--- src/tcp_receive_sequencer_unit_macros.svh ---
// ----------------------------------------------------------------------------
// tcp_receive_sequencer_unit_macros
// Assertion helpers shared by the receive sequencer modules.
// ----------------------------------------------------------------------------
// Every module that uses them names its clock i_clk and its reset i_rst_n.
`ifndef TCP_RECEIVE_SEQUENCER_UNIT_MACROS_SVH
`define TCP_RECEIVE_SEQUENCER_UNIT_MACROS_SVH

// Same-cycle implication.
`define TCPRS_ASSERT_IMP(lbl, ante, cons, msg) \
    lbl: assert property (@(posedge i_clk) disable iff (!i_rst_n) (ante) |-> (cons)) \
        else $error(msg);

// Next-cycle implication.
`define TCPRS_ASSERT_NXT(lbl, ante, cons, msg) \
    lbl: assert property (@(posedge i_clk) disable iff (!i_rst_n) (ante) |=> (cons)) \
        else $error(msg);

`endif

--- src/tcprs_pkg.sv ---
// ----------------------------------------------------------------------------
// tcprs_pkg
// Types, codes and defaults of the TCP receive sequencer.
// ----------------------------------------------------------------------------
package tcprs_pkg;

    localparam int          CONN_SLOTS_DEF  = 4;
    localparam int          QUEUE_DEPTH_DEF = 32;
    localparam logic [31:0] RESET_SEQ       = 32'd1001;
    localparam int          PEND_W          = 6;

    // Result status codes
    localparam logic [3:0] ST_QUEUED   = 4'd0;
    localparam logic [3:0] ST_SEQ_DROP = 4'd1;
    localparam logic [3:0] ST_FIN      = 4'd2;
    localparam logic [3:0] ST_SYN      = 4'd3;
    localparam logic [3:0] ST_UNKNOWN  = 4'd4;
    localparam logic [3:0] ST_NO_ENTRY = 4'd5;
    localparam logic [3:0] ST_POLL_OK  = 4'd6;
    localparam logic [3:0] ST_EMPTY    = 4'd7;
    localparam logic [3:0] ST_NO_CONN  = 4'd8;
    localparam logic [3:0] ST_FULL     = 4'd9;
    localparam logic [3:0] ST_OVERFLOW = 4'd10;

    // Input commands
    localparam logic CMD_SEGMENT = 1'b0;
    localparam logic CMD_POLL    = 1'b1;

    // Slot table operations
    localparam logic [2:0] SLOT_OP_NONE  = 3'd0;
    localparam logic [2:0] SLOT_OP_OPEN  = 3'd1;
    localparam logic [2:0] SLOT_OP_CLOSE = 3'd2;
    localparam logic [2:0] SLOT_OP_PUSH  = 3'd3;
    localparam logic [2:0] SLOT_OP_POP   = 3'd4;

    typedef struct packed {
        logic        cmd;
        logic [15:0] local_port;
        logic [15:0] peer_port;
        logic [31:0] peer_ip;
        logic [31:0] seq_number;
        logic [31:0] ack_number;
        logic        flag_ack;
        logic        flag_syn;
        logic        flag_fin;
        logic        flag_psh;
        logic [15:0] payload_len;
        logic [15:0] packet_handle;
    } t_in_item;

    typedef struct packed {
        logic [3:0]        status;
        logic              send_reply;
        logic              reply_fin;
        logic [31:0]       reply_seq;
        logic [31:0]       reply_ack;
        logic [15:0]       reply_src_port;
        logic [15:0]       reply_dst_port;
        logic [31:0]       reply_dst_ip;
        logic [15:0]       out_handle;
        logic [PEND_W-1:0] pending_count;
        logic              established;
    } t_out_item;

    // Lookup flags from the slot table
    typedef struct packed {
        logic hit;
        logic vacancy;
        logic established;
    } t_slot_look;

endpackage

--- src/tcprs_ram.sv ---
// ----------------------------------------------------------------------------
// tcprs_ram
// Generic simple dual-port RAM, one write and one registered read port.
// ----------------------------------------------------------------------------
module tcprs_ram #(
    parameter int WIDTH = 16,
    parameter int DEPTH = 128
) (
    input  logic                     i_clk,
    input  logic                     i_wr_en,
    input  logic [$clog2(DEPTH)-1:0] i_wr_addr,
    input  logic [WIDTH-1:0]         i_wr_data,
    input  logic                     i_rd_en,
    input  logic [$clog2(DEPTH)-1:0] i_rd_addr,
    output logic [WIDTH-1:0]         o_rd_data
);

    logic [WIDTH-1:0] r_mem [DEPTH];
    logic [WIDTH-1:0] r_rd_data;

    always_ff @(posedge i_clk) begin
        if (i_wr_en) begin
            r_mem[i_wr_addr] <= i_wr_data;
        end
        if (i_rd_en) begin
            r_rd_data <= r_mem[i_rd_addr];
        end
    end

    assign o_rd_data = r_rd_data;

endmodule

--- src/tcprs_slot_table.sv ---
// ----------------------------------------------------------------------------
// tcprs_slot_table
// Associative port table: per slot valid, port, established, ring head, count.
// ----------------------------------------------------------------------------
`include "tcp_receive_sequencer_unit_macros.svh"

module tcprs_slot_table
    import tcprs_pkg::*;
#(
    parameter int CONN_SLOTS  = CONN_SLOTS_DEF,
    parameter int QUEUE_DEPTH = QUEUE_DEPTH_DEF,
    localparam int SW = (CONN_SLOTS > 1) ? $clog2(CONN_SLOTS) : 1,
    localparam int HW = $clog2(QUEUE_DEPTH),
    localparam int CW = $clog2(QUEUE_DEPTH + 1)
) (
    input  logic          i_clk,
    input  logic          i_rst_n,
    input  logic [15:0]   i_port,
    output t_slot_look    o_look,
    output logic [SW-1:0] o_hit_idx,
    output logic [SW-1:0] o_free_idx,
    output logic [HW-1:0] o_head,
    output logic [CW-1:0] o_count,
    input  logic [2:0]    i_op,
    input  logic [SW-1:0] i_op_idx
);

    logic              r_valid [CONN_SLOTS];
    logic [15:0]       r_port  [CONN_SLOTS];
    logic              r_est   [CONN_SLOTS];
    logic [HW-1:0]     r_head  [CONN_SLOTS];
    logic [CW-1:0]     r_count [CONN_SLOTS];
    logic [CONN_SLOTS-1:0] match_vec;

    // First matching slot and lowest free slot
    always_comb begin
        o_look     = '0;
        o_hit_idx  = '0;
        o_free_idx = '0;
        match_vec  = '0;
        for (int i = CONN_SLOTS - 1; i >= 0; i--) begin
            match_vec[i] = r_valid[i] && (r_port[i] == i_port);
            if (match_vec[i]) begin
                o_look.hit = 1'b1;
                o_hit_idx  = SW'(i);
            end
            if (!r_valid[i]) begin
                o_look.vacancy = 1'b1;
                o_free_idx     = SW'(i);
            end
        end
        o_look.established = o_look.hit && r_est[o_hit_idx];
    end

    assign o_head  = r_head[o_hit_idx];
    assign o_count = r_count[o_hit_idx];

    always_ff @(posedge i_clk) begin
        if (!i_rst_n) begin
            for (int i = 0; i < CONN_SLOTS; i++) begin
                r_valid[i] <= 1'b0;
                r_port[i]  <= '0;
                r_est[i]   <= 1'b0;
                r_head[i]  <= '0;
                r_count[i] <= '0;
            end
        end else begin
            case (i_op)
                SLOT_OP_OPEN: begin
                    r_valid[i_op_idx] <= 1'b1;
                    r_port[i_op_idx]  <= i_port;
                    r_est[i_op_idx]   <= 1'b1;
                    r_head[i_op_idx]  <= '0;
                    r_count[i_op_idx] <= '0;
                end
                SLOT_OP_CLOSE: begin
                    r_valid[i_op_idx] <= 1'b0;
                    r_est[i_op_idx]   <= 1'b0;
                    r_head[i_op_idx]  <= '0;
                    r_count[i_op_idx] <= '0;
                end
                SLOT_OP_PUSH: begin
                    r_count[i_op_idx] <= r_count[i_op_idx] + CW'(1);
                end
                SLOT_OP_POP: begin
                    // advance head, wrap at ring end
                    if (r_head[i_op_idx] == HW'(QUEUE_DEPTH - 1)) begin
                        r_head[i_op_idx] <= '0;
                    end else begin
                        r_head[i_op_idx] <= r_head[i_op_idx] + HW'(1);
                    end
                    r_count[i_op_idx] <= r_count[i_op_idx] - CW'(1);
                end
                default: begin
                end
            endcase
        end
    end

    `TCPRS_ASSERT_IMP(a_port_unique, 1'b1, $countones(match_vec) <= 1,
        "port held by two slots")
    `TCPRS_ASSERT_IMP(a_open_new, i_op == SLOT_OP_OPEN, !o_look.hit && o_look.vacancy,
        "open on existing port or full table")
    `TCPRS_ASSERT_IMP(a_ring_bounds, i_op == SLOT_OP_PUSH || i_op == SLOT_OP_POP,
        o_look.hit && i_op_idx == o_hit_idx && o_count <= CW'(QUEUE_DEPTH),
        "ring access outside a live slot")

endmodule

--- src/tcp_receive_sequencer_unit.sv ---
// ----------------------------------------------------------------------------
// tcp_receive_sequencer_unit
// Sequence tracking, port table and per-port handle rings for received TCP.
// ----------------------------------------------------------------------------
// Input channel (i_in_valid / o_in_ready) takes one parsed segment or poll
// request per item; output channel (o_out_valid / i_out_ready) returns exactly
// one result item for each. The configuration channel (i_cfg_valid /
// o_cfg_ready) writes the initial sequence number and loads the local
// sequence at once; it is ready whenever reset is released.
// The lookup state reads the port table and reads or writes the handle ring
// memory; the emit state takes the registered ring read data into the output
// register. Items pass one at a time through the single queue memory; the
// next item is accepted in the cycle the result is loaded.
// Reset: control state, port table and sequence numbers clear at once (local
// sequence to 1001); no channel is ready while reset is held. The ring memory
// needs no clearing since a ring is emptied whenever its slot opens.
// Stall: a result held by the receiver blocks the next result load; the
// block then holds its finished item and accepts nothing new.
// ----------------------------------------------------------------------------
`include "tcp_receive_sequencer_unit_macros.svh"

module tcp_receive_sequencer_unit
    import tcprs_pkg::*;
#(
    parameter int CONN_SLOTS  = CONN_SLOTS_DEF,
    parameter int QUEUE_DEPTH = QUEUE_DEPTH_DEF
) (
    input  logic        i_clk,
    input  logic        i_rst_n,
    input  logic        i_cfg_valid,
    output logic        o_cfg_ready,
    input  logic [31:0] i_cfg_data,
    input  logic        i_in_valid,
    output logic        o_in_ready,
    input  t_in_item    i_in_item,
    output logic        o_out_valid,
    input  logic        i_out_ready,
    output t_out_item   o_out_item
);

    localparam int SW = (CONN_SLOTS > 1) ? $clog2(CONN_SLOTS) : 1;
    localparam int HW = $clog2(QUEUE_DEPTH);
    localparam int CW = $clog2(QUEUE_DEPTH + 1);
    localparam int AW = $clog2(CONN_SLOTS * QUEUE_DEPTH);

    localparam logic [1:0] S_IDLE = 2'd0;
    localparam logic [1:0] S_LOOK = 2'd1;
    localparam logic [1:0] S_EMIT = 2'd2;

    logic [1:0]  r_state, n_state;
    logic [31:0] r_local_seq, n_local_seq;
    logic [31:0] r_exp_seq, n_exp_seq;
    t_in_item    r_item;
    t_out_item   r_res, n_res;
    logic        r_pop;
    t_out_item   r_out;
    logic        r_out_valid;
    t_out_item   emit_res;

    t_slot_look    look;
    logic [SW-1:0] hit_idx, free_idx, op_idx;
    logic [HW-1:0] slot_head;
    logic [CW-1:0] slot_count;
    logic [2:0]    slot_op;

    logic          in_acc, out_free;
    logic          ram_wr_en, ram_rd_en;
    logic [AW-1:0] ram_wr_addr, ram_rd_addr;
    logic [15:0]   ram_rd_data;

    assign o_cfg_ready = i_rst_n;
    assign out_free    = !r_out_valid || i_out_ready;
    assign o_in_ready  = i_rst_n &&
                         ((r_state == S_IDLE) || (r_state == S_EMIT && out_free));
    assign in_acc      = i_in_valid && o_in_ready;
    assign o_out_valid = r_out_valid;
    assign o_out_item  = r_out;

    tcprs_slot_table #(
        .CONN_SLOTS  (CONN_SLOTS),
        .QUEUE_DEPTH (QUEUE_DEPTH)
    ) u_slot_table (
        .i_clk      (i_clk),
        .i_rst_n    (i_rst_n),
        .i_port     (r_item.local_port),
        .o_look     (look),
        .o_hit_idx  (hit_idx),
        .o_free_idx (free_idx),
        .o_head     (slot_head),
        .o_count    (slot_count),
        .i_op       (slot_op),
        .i_op_idx   (op_idx)
    );

    tcprs_ram #(
        .WIDTH (16),
        .DEPTH (CONN_SLOTS * QUEUE_DEPTH)
    ) u_queue_ram (
        .i_clk     (i_clk),
        .i_wr_en   (ram_wr_en),
        .i_wr_addr (ram_wr_addr),
        .i_wr_data (r_item.packet_handle),
        .i_rd_en   (ram_rd_en),
        .i_rd_addr (ram_rd_addr),
        .o_rd_data (ram_rd_data)
    );

    // Decide the item in the lookup cycle
    always_comb begin
        logic          enq;
        logic          reply;
        logic [31:0]   base;
        logic [31:0]   step;
        logic [HW:0]   tail_sum;
        logic [HW-1:0] tail;
        logic [CW-1:0] cnt_after;
        logic          est_after;

        enq         = 1'b0;
        reply       = 1'b0;
        base        = (r_exp_seq == 32'd0) ? r_item.seq_number : r_exp_seq;
        step        = (r_item.payload_len == 16'd0) ? 32'd1 : 32'(r_item.payload_len);
        n_local_seq = r_local_seq;
        n_exp_seq   = r_exp_seq;
        slot_op     = SLOT_OP_NONE;
        op_idx      = hit_idx;
        n_res       = '0;

        if (r_item.cmd == CMD_POLL) begin
            if (!look.hit) begin
                n_res.status = ST_NO_CONN;
            end else if (slot_count == '0) begin
                n_res.status = ST_EMPTY;
            end else begin
                n_res.status = ST_POLL_OK;
                slot_op      = SLOT_OP_POP;
            end
        end else if (r_item.flag_ack) begin
            if (r_exp_seq != r_item.seq_number && r_exp_seq != 32'd0) begin
                n_res.status = ST_SEQ_DROP;
            end else begin
                n_local_seq = r_item.ack_number;
                n_exp_seq   = base;
                if (r_item.flag_fin) begin
                    n_exp_seq       = base + step;
                    reply           = 1'b1;
                    n_res.reply_fin = 1'b1;
                    n_res.status    = ST_FIN;
                    if (look.hit) begin
                        slot_op = SLOT_OP_CLOSE;
                    end
                end else if (r_item.flag_syn) begin
                    n_exp_seq    = base + step;
                    reply        = 1'b1;
                    n_res.status = ST_SYN;
                    if (!look.hit) begin
                        if (look.vacancy) begin
                            slot_op = SLOT_OP_OPEN;
                            op_idx  = free_idx;
                        end else begin
                            n_res.status = ST_FULL;
                        end
                    end
                end else if (r_item.flag_psh) begin
                    n_exp_seq = base + 32'(r_item.payload_len);
                    if (!look.hit) begin
                        n_res.status = ST_UNKNOWN;
                    end else begin
                        reply = 1'b1;
                        enq   = 1'b1;
                    end
                end else begin
                    enq = 1'b1;
                end
            end
        end else begin
            enq = 1'b1;
        end

        if (enq) begin
            if (!look.hit) begin
                n_res.status = ST_NO_ENTRY;
            end else if (slot_count == CW'(QUEUE_DEPTH)) begin
                n_res.status = ST_OVERFLOW;
            end else begin
                n_res.status = ST_QUEUED;
                slot_op      = SLOT_OP_PUSH;
            end
        end

        // Ring tail: head + count, wrapped once
        tail_sum = {1'b0, slot_head} + (HW + 1)'(slot_count);
        if (tail_sum >= (HW + 1)'(QUEUE_DEPTH)) begin
            tail = HW'(tail_sum - (HW + 1)'(QUEUE_DEPTH));
        end else begin
            tail = HW'(tail_sum);
        end

        ram_wr_en   = (r_state == S_LOOK) && (slot_op == SLOT_OP_PUSH);
        ram_rd_en   = (r_state == S_LOOK) && (slot_op == SLOT_OP_POP);
        ram_wr_addr = AW'(hit_idx) * AW'(QUEUE_DEPTH) + AW'(tail);
        ram_rd_addr = AW'(hit_idx) * AW'(QUEUE_DEPTH) + AW'(slot_head);
        if (r_state != S_LOOK) begin
            slot_op = SLOT_OP_NONE;
        end

        // Table view after the step
        case (slot_op)
            SLOT_OP_OPEN: begin
                cnt_after = '0;
                est_after = 1'b1;
            end
            SLOT_OP_CLOSE: begin
                cnt_after = '0;
                est_after = 1'b0;
            end
            SLOT_OP_PUSH: begin
                cnt_after = slot_count + CW'(1);
                est_after = look.established;
            end
            SLOT_OP_POP: begin
                cnt_after = slot_count - CW'(1);
                est_after = look.established;
            end
            default: begin
                cnt_after = look.hit ? slot_count : '0;
                est_after = look.established;
            end
        endcase

        n_res.send_reply = reply;
        if (!reply) begin
            n_res.reply_fin = 1'b0;
        end
        n_res.reply_seq      = reply ? n_local_seq : 32'd0;
        n_res.reply_ack      = reply ? n_exp_seq : 32'd0;
        n_res.reply_src_port = reply ? r_item.local_port : 16'd0;
        n_res.reply_dst_port = reply ? r_item.peer_port : 16'd0;
        n_res.reply_dst_ip   = reply ? r_item.peer_ip : 32'd0;
        n_res.pending_count  = PEND_W'(cnt_after);
        n_res.established    = est_after;
    end

    always_comb begin
        n_state = r_state;
        case (r_state)
            S_IDLE: begin
                if (in_acc) begin
                    n_state = S_LOOK;
                end
            end
            S_LOOK: begin
                n_state = S_EMIT;
            end
            S_EMIT: begin
                if (out_free) begin
                    n_state = in_acc ? S_LOOK : S_IDLE;
                end
            end
            default: begin
                n_state = S_IDLE;
            end
        endcase
    end

    // Attach the ring read data to the finished item
    always_comb begin
        emit_res            = r_res;
        emit_res.out_handle = r_pop ? ram_rd_data : 16'd0;
    end

    always_ff @(posedge i_clk) begin
        if (!i_rst_n) begin
            r_state     <= S_IDLE;
            r_local_seq <= RESET_SEQ;
            r_exp_seq   <= '0;
            r_out_valid <= 1'b0;
        end else begin
            r_state <= n_state;
            if (i_cfg_valid) begin
                r_local_seq <= i_cfg_data;
            end else if (r_state == S_LOOK) begin
                r_local_seq <= n_local_seq;
            end
            if (r_state == S_LOOK) begin
                r_exp_seq <= n_exp_seq;
            end
            if (r_state == S_EMIT && out_free) begin
                r_out_valid <= 1'b1;
            end else if (i_out_ready) begin
                r_out_valid <= 1'b0;
            end
        end
    end

    // Payload registers
    always_ff @(posedge i_clk) begin
        if (in_acc) begin
            r_item <= i_in_item;
        end
        if (r_state == S_LOOK) begin
            r_res <= n_res;
            r_pop <= (slot_op == SLOT_OP_POP);
        end
        if (r_state == S_EMIT && out_free) begin
            r_out <= emit_res;
        end
    end

    `TCPRS_ASSERT_NXT(a_read_then_emit, ram_rd_en, r_state == S_EMIT && r_pop,
        "ring read not followed by result load")
    `TCPRS_ASSERT_IMP(a_pop_nonempty, ram_rd_en,
        look.hit && slot_count != '0 && !ram_wr_en, "pop from empty ring")
    `TCPRS_ASSERT_IMP(a_push_room, ram_wr_en,
        look.hit && slot_count < CW'(QUEUE_DEPTH), "push into full ring")
    `TCPRS_ASSERT_NXT(a_emit_loads, r_state == S_EMIT && out_free, r_out_valid,
        "finished item not loaded")

endmodule
--- config.mk ---
export PLATFORM = sky130hd
export DESIGN_NAME = tcp_receive_sequencer_unit
export DESIGN_NICKNAME = d
export VERILOG_FILES = /design/src/tcprs_pkg.sv /design/src/tcprs_ram.sv /design/src/tcprs_slot_table.sv /design/src/tcp_receive_sequencer_unit.sv
export VERILOG_INCLUDE_DIRS = /design/src /design/src/src
export SDC_FILE = /design/constraint.sdc
export NUM_CORES = 2
export LEC_CHECK = 0
export BUFFER_PORTS_ARGS = -buffer_cell sky130_fd_sc_hd__buf_4
export CAP_MARGIN = 20
export CORE_MARGIN = 10
export CORE_UTILIZATION = 43
export CTS_CLUSTER_DIAMETER = 150
export DETAILED_ROUTE_END_ITERATION = 10
export GPL_TIMING_DRIVEN = 0
export PLACE_DENSITY_LB_ADDON = 0.2
export SYNTH_ARGS = -nofsm -noshare
export SYNTH_HDL_FRONTEND = slang
export SYNTH_HIERARCHICAL = 1
export SYNTH_SLANG_ARGS = --single-unit
--- constraint.sdc ---
create_clock -name i_clk -period 10.2 [get_ports i_clk]
set_input_delay 0 -clock i_clk [delete_from_list [all_inputs] [get_ports i_clk]]
set_output_delay 0 -clock i_clk [all_outputs]
set_load 0.01 [all_outputs]
==> Word level (Yosys, flattened, before mapping) <==
Memories as Yosys holds them, arrays and structs flattened. A register that Yosys moved wholly into a read port is not among the register bits.
Cells that the tools add are included.
{ "classes": {"reduce_logical": 29, "order_cmp": 1, "addsub": 11, "n_eq_ne": 18, "bitwise_logic": 10, "muxes": 134} }
{ "ops": {"columns": ["operator", "count"], "rows": [
  ["$mux 32", 12],
  ["$add 32x16->32", 2],
  ["$eq 16x16->1", 4],
  ["$mux 1", 61],
  ["$mux 2", 23],
  ["$mux 4", 11],
  ["$mux 3", 12],
  ["$logic_not 32->1", 1],
  ["$mux 16", 2],
  ["$ne 32x32->1", 1],
  ["$reduce_bool 32->1", 1],
  ["$mux 6", 5],
  ["$mux 5", 5],
  ["$pmux 6 s3", 1],
  ["$logic_not 16->1", 1],
  ["$reduce_or 16->1", 1],
  ["$add 7x5->7", 2],
  ["$add 6x1->6 const B", 2],
  ["$sub 6x1->6 const B", 2],
  ["$logic_and 1x1->1", 11],
  ["$eq 3x2->1 const B", 3],
  ["$or 1x1->1", 8],
  ["$add 5x6->6", 1],
  ["$eq 3x3->1 const B", 2],
  ["24 further kinds", 29]
]} }
{ "totals": {"word_cells": 247, "ramBits": 2164, "regBits": 531, "memories": 6, "input_bits": 202, "output_inout_bits": 160} }
{ "memory_table": {"columns": ["name", "words", "width", "read_ports", "rd_ports_with_merged_regs", "write_ports", "line_no", "source"], "rows": [
  ["u_queue_ram.r_mem", 128, 16, 1, 1, 1, "tcprs_ram.sv:18", "logic [WIDTH-1:0] r_mem [DEPTH];"],
  ["u_slot_table.r_port", 4, 16, 4, 0, 4, "tcprs_slot_table.sv:29", "logic [15:0] r_port [CONN_SLOTS];"],
  ["u_slot_table.r_count", 4, 6, 2, 0, 4, "tcprs_slot_table.sv:32", "logic [CW-1:0] r_count [CONN_SLOTS];"],
  ["u_slot_table.r_head", 4, 5, 2, 0, 4, "tcprs_slot_table.sv:31", "logic [HW-1:0] r_head [CONN_SLOTS];"],
  ["u_slot_table.r_est", 4, 1, 1, 0, 4, "tcprs_slot_table.sv:30", "logic r_est [CONN_SLOTS];"],
  ["u_slot_table.r_valid", 4, 1, 4, 0, 4, "tcprs_slot_table.sv:28", "logic r_valid [CONN_SLOTS];"]
]} }

==> Depth between registers and ports, before layout <==
An unclocked memory read counts as a cell.
{ "logic_depth": {"depth_word": 26, "mapped_depth": 24, "depth_no_buf": 21} }

==> Cells and area by module <==
Netlist, hierarchy kept.
{ "by_module_without_submodules": {"columns": ["mod", "cells_per_inst", "instances", "seq_area_each_um2", "area_per_inst_um2"], "rows": [
  ["tcprs_ram", 3086, 1, 61979.4, 78683.0],
  ["tcp_receive_sequencer_unit", 1340, 1, 14634.0, 20143.1],
  ["tcprs_slot_table", 535, 1, 3393.3, 6299.8]
]} }

==> Least setup slack after synthesis <==
Ideal clock, no wire load.
{ "synth_path": {"path_kind": "flip-flop to flip-flop", "from": "register r_out_valid, in the netlist o_out_valid", "to": "register r_out, in the netlist o_out_item[0] (enable)", "path_stages_with_launch": 3, "path_buffers": 0, "setup_ns": 0.675, "path_slack_ns": 2.537, "period_less_slack_ns": 7.663, "t_arrival_ns": 6.987, "path_cell_list": "dfxtp_1 nor2b_1 nor2_1"} }
{ "synth_via": {"elab_chain_len": 3} }
{ "synth_rtl": {"columns": ["element", "line_no", "source"], "rows": [
  ["from (decl)", "tcp_receive_sequencer_unit.sv:57", "logic r_out_valid;"],
  ["from (signal assigned)", "tcp_receive_sequencer_unit.sv:277", "r_out_valid <= 1'b0;"],
  ["from (signal assigned)", "tcp_receive_sequencer_unit.sv:289", "r_out_valid <= 1'b1;"],
  ["from (signal assigned)", "tcp_receive_sequencer_unit.sv:291", "r_out_valid <= 1'b0;"],
  ["$logic_not 1->1", "tcp_receive_sequencer_unit.sv:72", "assign out_free = !r_out_valid || i_out_ready;"],
  ["$logic_or 1x1->1", "tcp_receive_sequencer_unit.sv:72", null],
  ["$logic_and 1x1->1", "tcp_receive_sequencer_unit.sv:305", "if (r_state == S_EMIT && out_free) begin"],
  ["to (signal assigned)", "tcp_receive_sequencer_unit.sv:306", "r_out <= emit_res;"],
  ["to (decl)", "tcp_receive_sequencer_unit.sv:56", "t_out_item r_out;"]
]} }
Every way passes these cells.
A chain may end at the register's enable or synchronous reset.

==> Worst setup path in the final report <==
{ "layout_path": {"from": "register r_item[156] (netlist bit)", "to": "memory u_queue_ram.r_mem[30][15] (enable)"} }
{ "layout_rtl": {"columns": ["element", "line_no", "source"], "rows": [
  ["from (decl)", "tcp_receive_sequencer_unit.sv:53", "t_in_item r_item;"],
  ["from (signal assigned)", "tcp_receive_sequencer_unit.sv:299", "r_item <= i_in_item;"],
  ["$eq 16x16->1", "tcprs_slot_table.sv:42", "match_vec[i] = r_valid[i] && (r_port[i] == i_port);"],
  ["$logic_and 1x1->1", "tcprs_slot_table.sv:42", null],
  ["$mux 2 (3 in a row)", "tcprs_slot_table.sv:43", "if (match_vec[i]) begin"],
  ["$mux 2 (*)", "tcprs_slot_table.sv:43", null],
  ["$mem_v2 4x6 (*)", null, null],
  ["net slot_count[0]", "tcp_receive_sequencer_unit.sv:63", "logic [CW-1:0] slot_count;"],
  ["$logic_not 6->1", "tcp_receive_sequencer_unit.sv:132", "end else if (slot_count == '0) begin"],
  ["$mux 3", "tcp_receive_sequencer_unit.sv:132", null],
  ["(+2 left out)", null, null],
  ["$mux 3", "tcp_receive_sequencer_unit.sv:183", "end else if (slot_count == CW'(QUEUE_DEPTH)) begin"],
  ["$mux 3", "tcp_receive_sequencer_unit.sv:181", "if (!look.hit) begin"],
  ["$mux 3 (*)", "tcp_receive_sequencer_unit.sv:180", "if (enq) begin"],
  ["$eq 3x2->1 (*)", "tcp_receive_sequencer_unit.sv:199", "ram_wr_en = (r_state == S_LOOK) && (slot_op == SLOT_OP_PUSH);"],
  ["$logic_and 1x1->1 (*)", "tcp_receive_sequencer_unit.sv:199", null],
  ["net ram_wr_en", "tcp_receive_sequencer_unit.sv:67", "logic ram_wr_en, ram_rd_en;"],
  ["$mux 1 (*)", "tcprs_ram.sv:22", "if (i_wr_en) begin"],
  ["$mux 1 (implied by the code) (*)", "tcprs_ram.sv:23", "r_mem[i_wr_addr] <= i_wr_data;"],
  ["to (decl)", "tcprs_ram.sv:18", null]
]} }
Mark *: on every way through the listed nets, which the timed path passes. The rest lies on a longest branch.

==> qor.yml <==
cts:
  cts_resized: 0
  cts_tree: "yes"
  clkTransAtPathRegs_ps: 60
  clock_latency_ps: 930
  cts_htree_levels: 5
  root_buffer: "clkbuf_16"
  numCtsBuffers: 288
  clk_path_buf_depth: 4
  cts_sinks: 2678
worst_hold_path:
  holdPathStages: 3
  hold_path_end: "r_item[61]"
  hp-start: "i_in_valid"
  hp-class: "input port to flop"
run_status:
  outcome: "finished, final reports clean"
global_routing:
  grt_usage_pct: 20.6
  grt_pass1_vias: 54700
  antenna_found_initial: 15
  grt_pass1_wl_um: 399000
  overflow: 0
  grt_max_degree: 94
run:
  drv_cap: 0
power_and_ir_drop:
  seqPwrFrac_pct: 49.8
  p_total_mw: 24.6
  swShare_pct: 23.3
  ir_drop_uv: 188
  p_switching_mw: 5.73
  p_int_mw: 18.9
  pwr-share-clk_pct: 39.4
  powerDensity_nw_per_um2: 192
  pwr-share-comb_pct: 10.8
  p_leak_nw: 41.9
setup_path:
  cp_slowest_cell: "nor2_2"
  reg2reg_from: "r_item[156]"
  path_cells: "clkbuf_1, xor2_1, nor4_1, nand3_1, nor3_1, a21oi_1, nor2_1, buf_2, mux2i_1, or4_1, nor2_1, nand2_1, inv_1, or4_1, nor2_1, clkbuf_1, nor2b_1, nand3_1, clkbuf_2, nor2_2"
  rrSetupSlack_ps: 1900
  required_ps: 10710
  worstSetupPathType: "flop to flop"
  reg2reg_to: "u_queue_ram/r_mem[30][15]"
  crit_arrival_ps: 8810
  start_kind: "flop"
  reg2reg_depth: 20
  cpMostUsedCell: "nor2_1"
  cpPeakStageDelay_ps: 910
  worstPathMaxFanout: 16
  critPathCaptureType: "flop"
placement:
  dp_hpwl_um: 193000
  place.gp.congestion: 0.950
  io_buffer_count: 328
routing:
  drt_iter0_markers: 6074
  drtPass1Iterations: 6
  drcViolationCount: 0
  detail-route-antenna-nets: 0
  vias_per_cell: 5.71
  wl_per_cell_um: 29.1
  vias: 54400
  wl_um: 277000
synth:
  async_flop_share_pct: 0
  postSynthCellCount: 4961
  synth_cell_types: 82
  syn_area_um2: 105000
  synth_seq_cells: 2678
  seq_area_frac_synth_pct: 76.1
  synth.net_count: 5211
  yosys_warnings: 6
  synth_area_per_cell_um2: 21.2
  synth_edf_count: 2637
  synth_ff_type: "edfxtp_1"
floorplan:
  core_region_area_um2: 243000
  start_util_pct: 43.2
  die_area_um2: 265000
  fp-row-count: 181
  fp.dieW_um: 514
  io_pins: 362
  die_y_um: 514
sta:
  final_hold_viol_count: 0
  worst_slew_pin_slew_ps: 1170
  setup_viol: 0
  fin_skew_ps: 69.8
  tns_ps: 0
  finalCritPeriodShare_pct: 81.3
  slew_viol_final: 0
  rsz0062_at_grt: "false"
  slew_headroom_pct: 22.0
  max_freq_mhz: 121
  finalCriticalPeriod_ps: 8300
cells_and_area:
  layout.nets: 6391
  final_layout_size_suffix_gt1_share_pct: 29.8
  area_growth_pct: 22.2
  final_common_cell: "edfxtp_1"
  layout.cells.most_common_list: "edfxtp_1 (2637), mux4_2 (683), buf_4 (344)"
## logic make-up after synthesis
family / Yosys count / synth area share (%)
multiplexers: 754 / 15.3
buffers and inverters: 318 / 1.33
XOR/XNOR: 148 / 1.24
AND/OR/NAND/NOR: 738 / 3.64
adder cells (fa/ha/maj): 48 / 0.600
AO/OA/AOI/OAI: 277 / 1.74
flip-flops: 2678 / 76.1
## per-layer routing
| layer | up-vias | GRT usage [%] | wire length (µm) |
|---|---|---|---|
| li1 | 22800 | - | - |
| met1 | 28900 | 29.0 | 115000 |
| met2 | 2298 | 32.8 | 132000 |
| met3 | 417 | 4.36 | 23000 |
| met4 | 6 | 5.41 | 7740 |
| met5 | - | 0 | 30 |
## repair_timing
| item | 4_1_cts | 5_1_grt |
|---|---|---|
| endpoints found under the hold margin | 425 | 0 |
| hold buffers | 336 | 0 |
| setup endpoints to repair | 0 | 0 |
| buffers inserted | 0 | 0 |
## synthesized netlist by cell type, types with 6 or more instances
| master | count | share of area, % |
|---|---|---|
| a211oi_1 | 16 | 0.11 |
| a21boi_0 | 9 | 0.064 |
| a21o_1 | 34 | 0.24 |
| a21oi_1 | 64 | 0.30 |
| a31o_2 | 7 | 0.058 |
| a31oi_1 | 13 | 0.077 |
| and2_1 | 133 | 0.79 |
| and3_1 | 62 | 0.37 |
| buf_1 | 28 | 0.10 |
| buf_2 | 66 | 0.31 |
| buf_4 | 11 | 0.079 |
| buf_6 | 11 | 0.12 |
| clkbuf_1 | 155 | 0.55 |
| dfxtp_1 | 41 | 0.78 |
| edfxtp_1 | 2637 | 75 |
| ha_1 | 44 | 0.52 |
| inv_1 | 46 | 0.16 |
| mux2_2 | 23 | 0.25 |
| mux2i_1 | 47 | 0.45 |
| mux4_2 | 683 | 15 |
| nand2_1 | 101 | 0.36 |
| nand2b_1 | 20 | 0.12 |
| nand3_1 | 31 | 0.15 |
| nand4_1 | 14 | 0.083 |
| nor2_1 | 239 | 0.85 |
| nor2b_1 | 11 | 0.065 |
| nor3_1 | 35 | 0.17 |
| nor3b_1 | 7 | 0.050 |
| nor4_1 | 38 | 0.23 |
| o211ai_1 | 8 | 0.057 |
| o21a_1 | 6 | 0.043 |
| o21ai_0 | 66 | 0.31 |
| o22ai_1 | 10 | 0.060 |
| or4_1 | 6 | 0.043 |
| xnor2_1 | 50 | 0.42 |
| xor2_1 | 97 | 0.81 |
## worst max-delay path, delay by kind of cell (launching register included)
family          cells  cell delay (ps)
compound gates      1               80
buf+inv             5             1980
simple gates       12             4710
mux                 1              600
flops               1              330
xor+xnor            1              130
## power groups by stage
stage               Clock (mW)  Sequential (mW)  Combinational, mW
floorplan                    0             12.5               1.59
global placement             0             12.6               2.31
detailed placement           0             12.5               2.52
CTS                       9.90             12.3               2.64
global route              10.3             12.3               2.87
finish                    9.71             12.3               2.65
## state kept, by name (all words and copies together), names as in the netlist, 3 cells and up
| name | flops |
|---|---|
| u_queue_ram/r_mem | 2048 |
| r_item | 165 |
| o_out_item | 157 |
| emit_res | 141 |
| u_slot_table/r_port | 64 |
| r_exp_seq | 32 |
| u_slot_table/r_count | 24 |
| u_slot_table/r_head | 20 |
| u_queue_ram/o_rd_data | 16 |
| u_slot_table/r_est | 4 |
| u_slot_table/r_valid | 3 |
## worst max path at each step
stage,start,end,cells after the start
after global placement,r_state[0],o_out_item[18],2
after floorplan,o_out_valid,o_out_item[0],2
after global routing,r_item[156],u_queue_ram/r_mem[30][15],20
final,r_item[156],u_queue_ram/r_mem[30][15],20
after CTS,r_item[156],u_queue_ram/r_mem[30][15],20
after detailed placement,r_item[156],u_queue_ram/r_mem[30][5],20
## cell type report
class / instances / area [µm²]
well taps: 3202 / 4010
inverters: 47 / 181
clock buffers: 372 / 7720
flip-flops and latches: 2678 / 80000
clock inverters: 110 / 882
diodes: 3 / 7.51
fillers: 18800 / 115000
multi-input cells: 1965 / 24100
repair buffers: 890 / 10400
plain buffers: 271 / 1240
## per-stage QoR
stage / area (µm²) / utilization [%] / cells / hold WS [ps] / worst slack [ps]
floorplan: 105000 / - / 4961 / 91.8 / 2540
global placement: 112000 / 45.9 / 8491 / 179 / -767
detailed placement: 116000 / 47.9 / 8710 / 179 / 2110
CTS: 128000 / 52.8 / 9528 / 202 / 2010
global route: 128000 / 52.8 / 9536 / 249 / 1390
finish: 129000 / 52.8 / 9538 / 271 / 1900
(Power assumes the default switching activity.)
